==> config.mk <==
export PLATFORM = sky130hd
export DESIGN_NAME = rtc_calendar_counter
export DESIGN_NICKNAME = d
export VERILOG_FILES = /design/src/rtl/core/rtcc_pkg.sv /design/src/rtl/core/rtc_calendar_counter.sv /design/src/rtl/core/rtcc_regs.sv /design/src/rtl/core/rtcc_calendar.sv /design/src/rtl/core/rtcc_ms_scale.sv
export SDC_FILE = /design/constraint.sdc
export NUM_CORES = 1
export LEC_CHECK = 0
export BUFFER_PORTS_ARGS = -buffer_cell sky130_fd_sc_hd__buf_2
export CELL_PAD_IN_SITES_DETAIL_PLACEMENT = 1
export CELL_PAD_IN_SITES_GLOBAL_PLACEMENT = 1
export CORE_MARGIN = 5
export CORE_UTILIZATION = 47
export CTS_CLUSTER_SIZE = 40
export DETAILED_ROUTE_END_ITERATION = 12
export GPL_TIMING_DRIVEN = 0
export HOLD_SLACK_MARGIN = 0.08
export PLACE_DENSITY_LB_ADDON = 0.2
export SETUP_SLACK_MARGIN = 0.1
export SYNTH_ARGS = -nofsm -noshare
export SYNTH_HDL_FRONTEND = slang
export SYNTH_SLANG_ARGS = --single-unit
==> constraint.sdc <==
create_clock -name clk_i -period 13.8 [get_ports clk_i]
set_input_delay 2.76 -clock clk_i [delete_from_list [all_inputs] [get_ports clk_i]]
set_output_delay 2.76 -clock clk_i [all_outputs]
set_load 0.05 [all_outputs]
==> src/rtl/core/rtcc_pkg.sv <==
package rtcc_pkg;

  // Stream and register port widths.
  localparam int unsigned InDataW  = 48;
  localparam int unsigned OutDataW = 80;
  localparam int unsigned ApbAddrW = 3;
  localparam int unsigned ApbDataW = 32;

  // Bit positions of the packed fields (the same layout on both sides for the calendar).
  localparam int unsigned FracLo    = 34;
  localparam int unsigned ElapsedLo = 44;

  // Calendar limits.
  localparam logic [6:0] MaxSecond = 7'd59;
  localparam logic [6:0] MaxMinute = 7'd59;
  localparam logic [5:0] MaxHour   = 6'd23;
  localparam logic [4:0] MaxMonth  = 5'd12;
  localparam logic [7:0] LeapSkipA = 8'd100;
  localparam logic [7:0] LeapSkipB = 8'd200;

  // Sub-counter value at which a pending trim is applied.
  localparam logic [7:0] SubTrimPoint = 8'h7F;

  typedef enum logic {
    OpTick    = 1'b0,
    OpSetTime = 1'b1
  } opcode_e;

  typedef enum logic {
    RegMinuteTrim = 1'b0,
    RegHourTrim   = 1'b1
  } reg_idx_e;

  typedef struct packed {
    logic [7:0] year;
    logic [3:0] month;
    logic [4:0] day;
    logic [4:0] hour;
    logic [5:0] minute;
    logic [5:0] second;
  } cal_t;

  typedef struct packed {
    logic [7:0] minute_trim;
    logic [7:0] hour_trim;
  } trim_t;

  typedef struct packed {
    logic minute_roll;
    logic hour_roll;
  } roll_t;

  localparam cal_t CalReset = '{
    year:   8'd0,
    month:  4'd1,
    day:    5'd1,
    hour:   5'd0,
    minute: 6'd0,
    second: 6'd0
  };

endpackage

==> src/rtl/core/rtc_calendar_counter.sv <==
// Channel   | Direction | Handshake              | Payload
// s_axis    | in        | tvalid / tready        | tuser: opcode; tdata: set-time fields
// m_axis    | out       | tvalid / tready        | tdata: calendar, fraction_ms, elapsed_ms
// apb       | in        | psel / penable / pready| trim registers at 0x0 and 0x4
//
// One item per cycle sustained while the output side is ready. An item waits in the input
// register and moves into the output register when it advances; the counter and calendar
// cascade updates in that step. Reset clears the valid flags, counters, calendar and trims.
// The input side is ready while the input register is empty or its item moves on, and
// it moves on when the result register is empty or its result leaves in the same cycle.
module rtc_calendar_counter (
  input  logic                           clk_i,
  input  logic                           rst_ni,
  input  logic                           s_axis_tvalid,
  output logic                           s_axis_tready,
  // tdata from bit 0: set_year, set_month, set_day, set_hour, set_minute,
  // set_second, set_fraction, zero fill.
  input  logic [rtcc_pkg::InDataW-1:0]   s_axis_tdata,
  // tuser: opcode.
  input  logic [0:0]                     s_axis_tuser,
  output logic                           m_axis_tvalid,
  input  logic                           m_axis_tready,
  // tdata from bit 0: year, month, day, hour, minute, second, fraction_ms,
  // elapsed_ms, zero fill.
  output logic [rtcc_pkg::OutDataW-1:0]  m_axis_tdata,
  input  logic                           psel,
  input  logic                           penable,
  input  logic                           pwrite,
  input  logic [rtcc_pkg::ApbAddrW-1:0]  paddr,
  input  logic [rtcc_pkg::ApbDataW-1:0]  pwdata,
  output logic [rtcc_pkg::ApbDataW-1:0]  prdata,
  output logic                           pready
);
  import rtcc_pkg::*;

  trim_t trim;

  logic                  in_valid_q;
  opcode_e               in_op_q;
  logic [ElapsedLo-1:0]  in_data_q;
  logic                  out_valid_q;
  logic [OutDataW-1:0]   out_data_q;
  logic                  advance;

  logic [7:0]  sub_q, sub_d, sub_inc;
  logic [31:0] quarter_q, quarter_d;
  cal_t        cal_q, cal_d, cal_tick, cal_set;
  logic        pend_q, pend_d, is_hour_q, is_hour_d;
  logic        sub_wrap, sec_step;
  roll_t       roll;
  logic [9:0]  set_frac;
  logic [9:0]  fraction_ms;
  logic [31:0] elapsed_ms;

  rtcc_regs u_regs (
    .clk_i   (clk_i),
    .rst_ni  (rst_ni),
    .psel    (psel),
    .penable (penable),
    .pwrite  (pwrite),
    .paddr   (paddr),
    .pwdata  (pwdata),
    .prdata  (prdata),
    .pready  (pready),
    .trim_o  (trim)
  );

  // Two-register pipeline: input register, then result register.
  assign advance       = in_valid_q && (!out_valid_q || m_axis_tready);
  assign s_axis_tready = !in_valid_q || advance;

  always_ff @(posedge clk_i or negedge rst_ni) begin
    if (!rst_ni) begin
      in_valid_q  <= 1'b0;
      out_valid_q <= 1'b0;
    end else begin
      if (s_axis_tready) begin
        in_valid_q <= s_axis_tvalid;
      end
      if (advance) begin
        out_valid_q <= 1'b1;
      end else if (m_axis_tready) begin
        out_valid_q <= 1'b0;
      end
    end
  end

  always_ff @(posedge clk_i) begin
    if (s_axis_tready && s_axis_tvalid) begin
      in_op_q   <= opcode_e'(s_axis_tuser[0]);
      in_data_q <= s_axis_tdata[ElapsedLo-1:0];
    end
  end

  // Unpack the set-time fields.
  assign cal_set.year   = in_data_q[7:0];
  assign cal_set.month  = in_data_q[11:8];
  assign cal_set.day    = in_data_q[16:12];
  assign cal_set.hour   = in_data_q[21:17];
  assign cal_set.minute = in_data_q[27:22];
  assign cal_set.second = in_data_q[33:28];
  assign set_frac       = in_data_q[FracLo+9:FracLo];

  // Tick: the sub-counter wraps into the quarter count, every fourth quarter is a second.
  assign sub_inc  = sub_q + 8'd1;
  assign sub_wrap = (sub_q == 8'hFF);
  assign sec_step = sub_wrap && (quarter_q[1:0] == 2'b11);

  rtcc_calendar u_calendar (
    .cal_i      (cal_q),
    .sec_step_i (sec_step),
    .cal_o      (cal_tick),
    .roll_o     (roll)
  );

  // Next state of counters, calendar and pending trim.
  always_comb begin
    sub_d     = sub_q;
    quarter_d = quarter_q;
    cal_d     = cal_q;
    pend_d    = pend_q;
    is_hour_d = is_hour_q;
    unique case (in_op_q)
      OpTick: begin
        sub_d     = sub_inc;
        quarter_d = quarter_q + {31'd0, sub_wrap};
        cal_d     = cal_tick;
        if (roll.minute_roll) begin
          pend_d    = 1'b1;
          is_hour_d = roll.hour_roll;
        end
        // A pending trim lands when the sub-counter reaches its midpoint.
        if ((sub_inc == SubTrimPoint) && pend_d) begin
          sub_d  = sub_inc + (is_hour_d ? trim.hour_trim : trim.minute_trim);
          pend_d = 1'b0;
        end
      end
      OpSetTime: begin
        cal_d     = cal_set;
        quarter_d = {quarter_q[31:2], set_frac[9:8]};
        sub_d     = set_frac[7:0];
      end
      default: begin
        cal_d = cal_q;
      end
    endcase
  end

  rtcc_ms_scale u_ms_scale (
    .quarter_i     (quarter_d),
    .sub_i         (sub_d),
    .fraction_ms_o (fraction_ms),
    .elapsed_ms_o  (elapsed_ms)
  );

  // State registers advance once per item.
  always_ff @(posedge clk_i or negedge rst_ni) begin
    if (!rst_ni) begin
      sub_q     <= '0;
      quarter_q <= '0;
      cal_q     <= CalReset;
      pend_q    <= 1'b0;
      is_hour_q <= 1'b0;
    end else if (advance) begin
      sub_q     <= sub_d;
      quarter_q <= quarter_d;
      cal_q     <= cal_d;
      pend_q    <= pend_d;
      is_hour_q <= is_hour_d;
    end
  end

  // Result register.
  always_ff @(posedge clk_i) begin
    if (advance) begin
      out_data_q <= {{(OutDataW-ElapsedLo-32){1'b0}}, elapsed_ms, fraction_ms,
                     cal_d.second, cal_d.minute, cal_d.hour, cal_d.day,
                     cal_d.month, cal_d.year};
    end
  end

  assign m_axis_tvalid = out_valid_q;
  assign m_axis_tdata  = out_data_q;

endmodule

==> src/rtl/core/rtcc_regs.sv <==
module rtcc_regs (
  input  logic                           clk_i,
  input  logic                           rst_ni,
  input  logic                           psel,
  input  logic                           penable,
  input  logic                           pwrite,
  input  logic [rtcc_pkg::ApbAddrW-1:0]  paddr,
  input  logic [rtcc_pkg::ApbDataW-1:0]  pwdata,
  output logic [rtcc_pkg::ApbDataW-1:0]  prdata,
  output logic                           pready,
  output rtcc_pkg::trim_t                trim_o
);
  import rtcc_pkg::*;

  trim_t    trim_q;
  logic     wr_en;
  reg_idx_e reg_idx;

  assign pready  = 1'b1;
  assign wr_en   = psel & penable & pwrite & pready;
  assign reg_idx = reg_idx_e'(paddr[2]);

  // Trim registers, written in the access phase of a transfer.
  always_ff @(posedge clk_i or negedge rst_ni) begin
    if (!rst_ni) begin
      trim_q <= '0;
    end else if (wr_en) begin
      unique case (reg_idx)
        RegMinuteTrim: trim_q.minute_trim <= pwdata[7:0];
        RegHourTrim:   trim_q.hour_trim   <= pwdata[7:0];
        default:       trim_q             <= trim_q;
      endcase
    end
  end

  // Read data mux.
  always_comb begin
    unique case (reg_idx)
      RegMinuteTrim: prdata = {{(ApbDataW-8){1'b0}}, trim_q.minute_trim};
      RegHourTrim:   prdata = {{(ApbDataW-8){1'b0}}, trim_q.hour_trim};
      default:       prdata = '0;
    endcase
  end

  assign trim_o = trim_q;

endmodule

==> src/rtl/core/rtcc_calendar.sv <==
module rtcc_calendar (
  input  rtcc_pkg::cal_t  cal_i,
  input  logic            sec_step_i,
  output rtcc_pkg::cal_t  cal_o,
  output rtcc_pkg::roll_t roll_o
);
  import rtcc_pkg::*;

  // One-second advance of the calendar: second, minute, hour, day, month, year.
  always_comb begin : p_next
    logic       leap;
    logic [5:0] last_day;
    logic [6:0] sec_inc;
    logic [6:0] min_inc;
    logic [5:0] hour_inc;
    logic [5:0] day_n;
    logic [4:0] mon_n;
    logic [7:0] year_n;

    leap = (cal_i.year[1:0] == 2'b00) && (cal_i.year != LeapSkipA) &&
           (cal_i.year != LeapSkipB);

    case (cal_i.month) inside
      4'd4, 4'd6, 4'd9, 4'd11: last_day = 6'd30;
      4'd2:                    last_day = leap ? 6'd29 : 6'd28;
      default:                 last_day = 6'd31;
    endcase

    sec_inc  = {1'b0, cal_i.second} + 7'd1;
    min_inc  = {1'b0, cal_i.minute} + 7'd1;
    hour_inc = {1'b0, cal_i.hour} + 6'd1;

    // Day step. A month past twelve wraps with a year carry even without a day carry.
    day_n  = {1'b0, cal_i.day} + 6'd1;
    mon_n  = {1'b0, cal_i.month};
    year_n = cal_i.year;
    if (day_n > last_day) begin
      day_n = 6'd1;
      mon_n = mon_n + 5'd1;
    end
    if (mon_n > MaxMonth) begin
      mon_n  = 5'd1;
      year_n = year_n + 8'd1;
    end

    cal_o  = cal_i;
    roll_o = '0;
    if (sec_step_i) begin
      if (sec_inc > MaxSecond) begin
        cal_o.second       = '0;
        roll_o.minute_roll = 1'b1;
        if (min_inc > MaxMinute) begin
          cal_o.minute     = '0;
          roll_o.hour_roll = 1'b1;
          if (hour_inc > MaxHour) begin
            cal_o.hour  = '0;
            cal_o.day   = day_n[4:0];
            cal_o.month = mon_n[3:0];
            cal_o.year  = year_n;
          end else begin
            cal_o.hour = hour_inc[4:0];
          end
        end else begin
          cal_o.minute = min_inc[5:0];
        end
      end else begin
        cal_o.second = sec_inc[5:0];
      end
    end
  end

endmodule

==> src/rtl/core/rtcc_ms_scale.sv <==
module rtcc_ms_scale (
  input  logic [31:0] quarter_i,
  input  logic [7:0]  sub_i,
  output logic [9:0]  fraction_ms_o,
  output logic [31:0] elapsed_ms_o
);

  logic [14:0] sub_prod;
  logic [7:0]  sub_ms;

  // A sub-counter step is 125/128 ms; a quarter second is 250 ms.
  assign sub_prod      = {7'd0, sub_i} * 15'd125;
  assign sub_ms        = sub_prod[14:7];
  assign fraction_ms_o = ({8'd0, quarter_i[1:0]} * 10'd250) + {2'd0, sub_ms};
  assign elapsed_ms_o  = (quarter_i * 32'd250) + {24'd0, sub_ms};

endmodule

Word level (Yosys, flattened, before mapping)
Cells that the tools add are included.
Widths: inputs -> output; s select.
{"block": "word_totals", "regBits": 215, "elab_cells": 96}
{"block": "op_classes", "n_mul": 3, "n_reduce_logical": 16, "bitwise_logic": 4, "n_lt_le_gt_ge": 5, "add_sub_neg": 11, "muxes": 30, "n_eq_ne": 10}
{"operator": "$pmux 32 s2", "count": 2}
{"operator": "$pmux 34 s2", "count": 1}
{"operator": "$mux 34", "count": 1}
{"operator": "$add 32x1->32", "count": 1}
{"operator": "$add 32x8->32", "count": 1}
{"operator": "$mul 32x7->31 const B", "count": 1}
{"operator": "$mux 28", "count": 1}
{"operator": "$mux 6", "count": 4}
{"operator": "$mux 8", "count": 3}
{"operator": "$mux 22", "count": 1}
{"operator": "$mux 17", "count": 1}
{"operator": "$add 8x1->8 const B", "count": 2}
{"operator": "$pmux 8 s2", "count": 1}
{"operator": "$mul 8x7->15 const B", "count": 1}
{"operator": "$mux 5", "count": 3}
{"operator": "$add 6x1->7 const B", "count": 2}
{"operator": "$gt 7x6->1 const B", "count": 2}
{"operator": "$add 5x1->6 const B", "count": 2}
{"operator": "$add 10x8->10", "count": 1}
{"operator": "$mul 2x7->9 const B", "count": 1}
{"operator": "$mux 1", "count": 9}
{"operator": "$add 8x8->8", "count": 1}
{"operator": "$eq 4x3->1 const B", "count": 2}
{"operator": "$eq 4x4->1 const B", "count": 2}
{"operator": "other kinds (21)", "count": 33}

Depth between registers and ports, before layout
{"block": "logic_depth", "ltp_word": 15, "depth_mapped": 42, "mapped_depth_nobuf": 41}

Hierarchy
From an unflattened synthesis, not the netlist that was laid out.
{"block": "unflattened", "cells_unflattened": 1671, "area_unflattened_um2": 17783.3}
{"mod": "rtc_calendar_counter", "seq_area_each_um2": 5587.9, "cells_per_inst": 582, "n_inst": 1, "area_per_inst_um2": 8434.3}
{"mod": "rtcc_ms_scale", "seq_area_each_um2": 0.0, "cells_per_inst": 777, "n_inst": 1, "area_per_inst_um2": 6842.8}
{"mod": "rtcc_calendar", "seq_area_each_um2": 0.0, "cells_per_inst": 242, "n_inst": 1, "area_per_inst_um2": 1584.0}
{"mod": "rtcc_regs", "seq_area_each_um2": 400.4, "cells_per_inst": 70, "n_inst": 1, "area_per_inst_um2": 922.1}

Least setup slack after synthesis
No wires, ideal clock.
{"block": "synth_path", "path_kind": "register to register", "start": "register cal_q[0] in the netlist's numbering", "end": "register out_data_q[59], in the netlist m_axis_tdata[59] (data pin)", "n_path_buf": 1, "slack_ps": 3994, "arrival_time_ps": 9538, "stages_incl_launch_ff": 42, "setup_ps": 268, "path_cell_list": "dfrtp_1 ha_1 and3b_1 o221ai_1 a21boi_0 or2_2 nand4_1 clkbuf_1 a21boi_2 mux2_2 ha_1 a21o_1 a21oi_1 o21bai_1 a21oi_1 xnor2_1 o21ai_0 nor2_1 [... 6 more ...] fa_1 inv_1 ha_1 a21oi_1 inv_1 a31o_2 nand2_1 xnor2_1 ha_1 fa_1 a21o_1 a21oi_1 maj3_1 a211oi_1 o31ai_1 o21ai_0 and3_1 xor2_1"}
{"block": "synth_between", "elab_chain_len": 12, "word_cells_on_any_way": 15, "classes_between": "3 x add/sub; 1 x mul; 1 x order compare; 9 x mux; 1 x reduce/logical"}
{"element": "start, declared", "line": "rtc_calendar_counter.sv:47", "rtl": "cal_t cal_q, cal_d, cal_tick, cal_set;"}
{"element": "start signal, assigned", "line": "rtc_calendar_counter.sv:161", "rtl": "cal_q <= CalReset;"}
{"element": "start signal, assigned", "line": "rtc_calendar_counter.sv:167", "rtl": "cal_q <= cal_d;"}
{"element": "$add 6x1->7 (*)", "line": "rtcc_calendar.sv:29", "rtl": "sec_inc = {1'b0, cal_i.second} + 7'd1;"}
{"element": "$gt 7x6->1 (*)", "line": "rtcc_calendar.sv:49", "rtl": "if (sec_inc > MaxSecond) begin"}
{"element": "$mux 2 (*)", "line": "rtcc_calendar.sv:49"}
{"element": "$mux 2 (*)", "line": "rtcc_calendar.sv:48", "rtl": "if (sec_step_i) begin"}
{"element": "$mux 1", "line": "rtc_calendar_counter.sv:128", "rtl": "if (roll.minute_roll) begin"}
{"element": "$mux 1", "line": "rtc_calendar_counter.sv:123", "rtl": "unique case (in_op_q)"}
{"element": "$mux 8", "line": "rtc_calendar_counter.sv:134", "rtl": "sub_d = sub_inc + (is_hour_d ? trim.hour_trim : trim.minute_trim);"}
{"element": "$add 8x8->8", "line": "rtc_calendar_counter.sv:134"}
{"element": "$mux 8 (*)", "line": "rtc_calendar_counter.sv:133", "rtl": "if ((sub_inc == SubTrimPoint) && pend_d) begin"}
{"element": "$pmux 8 s2 (*)", "line": "rtc_calendar_counter.sv:123"}
{"element": "net sub_d[5]", "line": "rtc_calendar_counter.sv:45", "rtl": "logic [7:0] sub_q, sub_d, sub_inc;"}
{"element": "$mul 8x7->15 (*)", "line": "rtcc_ms_scale.sv:12", "rtl": "assign sub_prod = {7'd0, sub_i} * 15'd125;"}
{"element": "$add 32x8->32 (*)", "line": "rtcc_ms_scale.sv:15", "rtl": "assign elapsed_ms_o = (quarter_i * 32'd250) + {24'd0, sub_ms};"}
{"element": "net elapsed_ms[15]", "line": "rtc_calendar_counter.sv:53", "rtl": "logic [31:0] elapsed_ms;"}
{"element": "end signal, assigned", "line": "rtc_calendar_counter.sv:176", "rtl": "out_data_q <= {{(OutDataW-ElapsedLo-32){1'b0}}, elapsed_ms, fraction_ms,"}
{"element": "end, declared", "line": "rtc_calendar_counter.sv:42", "rtl": "logic [OutDataW-1:0] out_data_q;"}
Mark *: on every way through the listed nets, which the timed path passes. The rest lies on a longest branch. The select of a mux whose other input is x is not followed.
A chain may end at the register's enable or synchronous reset.

Final worst setup path
{"block": "layout_path", "start": "register cal_q[1] in the netlist's numbering", "end": "register out_data_q[75], in the netlist m_axis_tdata[75] (data pin)"}
The elaborated chain is that of the path after synthesis.

==> impl.org <==
** Outcome
- The flow ran to the end, and the final reports show no timing, DRC or antenna violations.

** CTS
- The later pin in the worst-skew pair is clocked with a latency of 0.57 ns.
- H-tree depth reported by CTS :: 1
- TritonCTS built the clock tree.
- Number of buffers added by the clock tree synthesis step :: 26
- The clock passes through at most 3 buffers.
- Post-CTS Setup Inserts :: 0
- After clock tree synthesis, the clock-pin slew on the worst setup and hold paths is 0.06 ns.
- Resize count post-CTS :: 0
- Clock sink count :: 211
- Hold repair after CTS inserted 0 buffers.
- Clock tree synthesis selected as its root buffer the cell clkbuf_16.

** Timing
- Hold violation total from the final report :: 0
- Setup-violating endpoint count in the final report :: 0
- In the finished design, the share of the clock period the worst path needs comes to 89.05%.
- Maximum clock skew at final layout :: 0.01043 ns
- Sum of negative setup slack :: 0 ns
- In this run the tightest slew margin relative to its limit is 30.30%.
- Maximum achievable frequency :: 81.38 MHz
- RSZ-0062 raised after global routing :: false
- For the finished layout, the period the worst path requires is 12.29 ns.
- At the pin with the least slew margin, the transition time is 1.039 ns.
- The number of slew-limit violations in the final report is 0.

** Placed design
- The congestion estimate from routability-driven global placement came to 0.8383.
- In this run, placement finished with an instance count of 2291.
- Port bufs :: 145
- Placed wire-length estimate after detailed placement :: 35.05 mm

** Pwr
- In this run, flip-flops and latches consume 21.8% of the power.
- The share of total power dissipated in combinational logic is 62.9%.
- Overall power :: 4477 uW
- In this run the static leakage power is 0.009146 uW.
- Clock power frac :: 15.3%
- IR analysis of the VDD net gives a maximum drop of 502.4 uV.
- P per Cell Area :: 232.3 nW/um2
- Int Power :: 2416 uW
- Net Switching :: 2061 uW
- Switching power share of the total :: 46.04%

** Layout
- The finished layout holds 2339 standard cells, fillers aside.
- Measured on the finished design, the core utilization comes to 54.20%.
- Antenna Cells :: 0
- At the end of the flow, the number of nets in the layout was 2198.
- The area growth from synthesis to layout is 13.83%.
- Counting the fill cells in the layout gives 4005.
- Most frequent cells in the layout :: 163 x inv_1, 160 x nand2_1, 145 x buf_2, 132 x ha_1, 118 x edfxtp_1
- The library cell used most frequently in the layout, excluding fill and tap cells, is inv_1.
- Share of final-layout standard cells stronger than drive strength 1 :: 15.60%

** Floorplanning
- Row cnt :: 69
- The core region is 35570 um2.
- The die is 199.8 um tall.
- The die covers 39930 um2.
- Number of placed I/O pins :: 206
- Measured along the x axis, the die boundary spans 199.8 um.
- The initial utilization of the core area, before any placement, comes to 47.61%.

** Yosys
- The average instance in the mapped netlist occupies 10.23 um2.
- In the synthesized netlist the dominant register cell turns out to be edfxtp_1.
- Arithmetic-cell share of the synthesized area counting full adders, half adders and majority gates :: 23.71%
- In this run, synthesis inferred 118 flip-flops with an integrated enable.
- In this run, distinct cell masters in the synthesized netlist total 82.
- Synthesized cell area :: 16930 um2
- Cells after synthesis :: 1655
- The portion of synthesized area spent on multiplexers is 3.199%.
- Post-synthesis xor/xnor area fraction :: 8.349%
- The synthesized netlist devotes 11.57% of its cell area to compound gates.
- Main combinational cell family by area after synthesis :: adder cells
- FFs w/ async S/R, synth :: 44.08%
- Fraction of the mapped netlist area in simple logic gates :: 12.50%
- After synthesis the netlist holds a flip-flop and latch count of 211.
- Syn. warnings :: 0
- Sequential area share after synthesis :: 34.68%

** Drt
- Violation count after the first detailed-route iteration :: 470
- Vias per cell :: 5.460
- Met2 Routed Length :: 22.35 mm
- Post-detailed-route count of antenna-violating nets :: 0
- The first TritonRoute pass finished after 5 iterations.
- The detailed router used layers up to and including met4.
- In the final routing, the length of wire on met1 measures 19.57 mm.
- Met3 WL post-DR :: 1.547 mm
- Routed len/inst :: 19.09 um
- In the routed design, unresolved DRC markers number 0.
- Summed over all layers, the routed wires come to 44.65 mm.
- Total number of vias :: 12770

** Global routing
- After global routing the overflow that remains totals 0.
- The first global-routing pass estimated 73.06 mm of wire.
- Across every metal layer, demand over resource in global routing totals 22.74%.
- Entering global routing, the biggest net connects 64 pins.
- The number of antenna violations at the first check in global routing was 0.
- The via count of the first global-routing pass came to 14090.

** Setup path
- Required time worst endpoint :: 14.11 ns
- The setup path with the least slack is of type reg2reg.
- CP Buf/Inv Count :: 5
- Type of element capturing the critical path :: flop
- Element type at the critical path start :: flop
- In this design, the stage delay of the slowest critical-path cell is 0.78 ns.
- Data arrival time of the critical path :: 12.60 ns
- Master of the slowest instance on the critical path :: o21ai_0
- The kind of cell with the highest combined delay along the critical path is compound AO/OA/AOI/OAI gates.
- Critical-path maximum fanout :: 10

** Worst hold path
- The tightest min-delay check is of the reg2reg type.

** Job
- Maxcap violations :: 0
state kept, by name, indices dropped and copies added (netlist names):
register,flops
in_valid_q,1
sub_q,8
u_regs.trim_o,16
m_axis_tvalid,1
in_data_q,44
is_hour_q,1
cal_q,34
m_axis_tdata,73
pend_q,1
in_op_q,1
quarter_q,31
through the flow:
stage	hold WS (ns)	cell area [um2]	setup WS (ns)
after floorplan	0.4569	17040	3.994
after global placement	0.4736	18340	1.732
after detailed placement	0.5074	18420	1.545
after CTS	0.5144	19280	1.491
after global routing	0.5333	19280	0.7277
final	0.5106	19280	1.511
layer usage:
layer | up-vias | global-route usage (%)
met1 | 6418 | 29.67
met5 | - | 0
met2 | 208 | 40.16
met4 | 0 | 6.516
li1 | 6074 | -
met3 | 71 | 2.736
worst paths after layout:
kind                                         end        from  slack [ns]  cells past startpoint
worst max-delay path            m_axis_tdata[75]    cal_q[1]        1.51                     41
worst min-delay path               m_axis_tvalid  in_valid_q        0.51                      1
worst max register to register  m_axis_tdata[75]    cal_q[1]        1.51                     41
worst min register to register     m_axis_tvalid  in_valid_q        0.51                      1
max in group asynchronous              cal_q[22]      rst_ni       10.92                      2
min in group asynchronous              cal_q[14]      rst_ni        2.15                      1
cell type report:
type | instances | area (um2) | area share, %
clock buffers | 30 | 675.6 | 3.505
repair buffers | 148 | 803.3 | 4.167
plain buffers | 72 | 399.1 | 2.070
multi-input cells | 1236 | 10160 | 52.69
inverters | 163 | 611.8 | 3.174
clock inverters | 18 | 180.2 | 0.9346
flip-flops and latches | 211 | 5873 | 30.47
well taps | 461 | 576.8 | 2.992
power groups by stage:
stage	registers (uW)	clock network (uW)	logic [uW]
after floorplan	1120	0	2030
after global placement	982	0	2680
after detailed placement	985	0	2820
after CTS	974	706	2840
after global routing	985	735	3150
final	975	687	2820
logic make-up after synthesis:
logic type	count (synthesis)
AO/OA/AOI/OAI	306
buffers and inverters	235
AND/OR/NAND/NOR	442
multiplexers	49
flip-flops	211
XOR/XNOR	159
adder cells (fa/ha/maj)	251
other	2
cell usage after synthesis (all sizes together) (11+ instances only):
library cell / number / area, um2
nand2b: 14 / 87.58
xor2: 63 / 551.8
nor3: 33 / 165.2
o21ai: 100 / 500.5
a21oi: 70 / 354.1
o21a: 15 / 112.6
nand4: 20 / 125.1
mux2: 41 / 461.7
ha: 132 / 1652
clkbuf: 33 / 123.9
nor2: 83 / 311.6
buf: 39 / 271.5
a21o: 22 / 167.7
and3: 20 / 126.4
xnor2: 95 / 839.6
nand2: 160 / 600.6
edfxtp: 118 / 3543
o21bai: 12 / 90.09
and2: 15 / 96.34
nand3: 53 / 275.3
fa: 117 / 2342
dfrtp: 91 / 2277
inv: 163 / 611.8
o31ai: 11 / 82.58
Power figures use the tool's default switching activity.
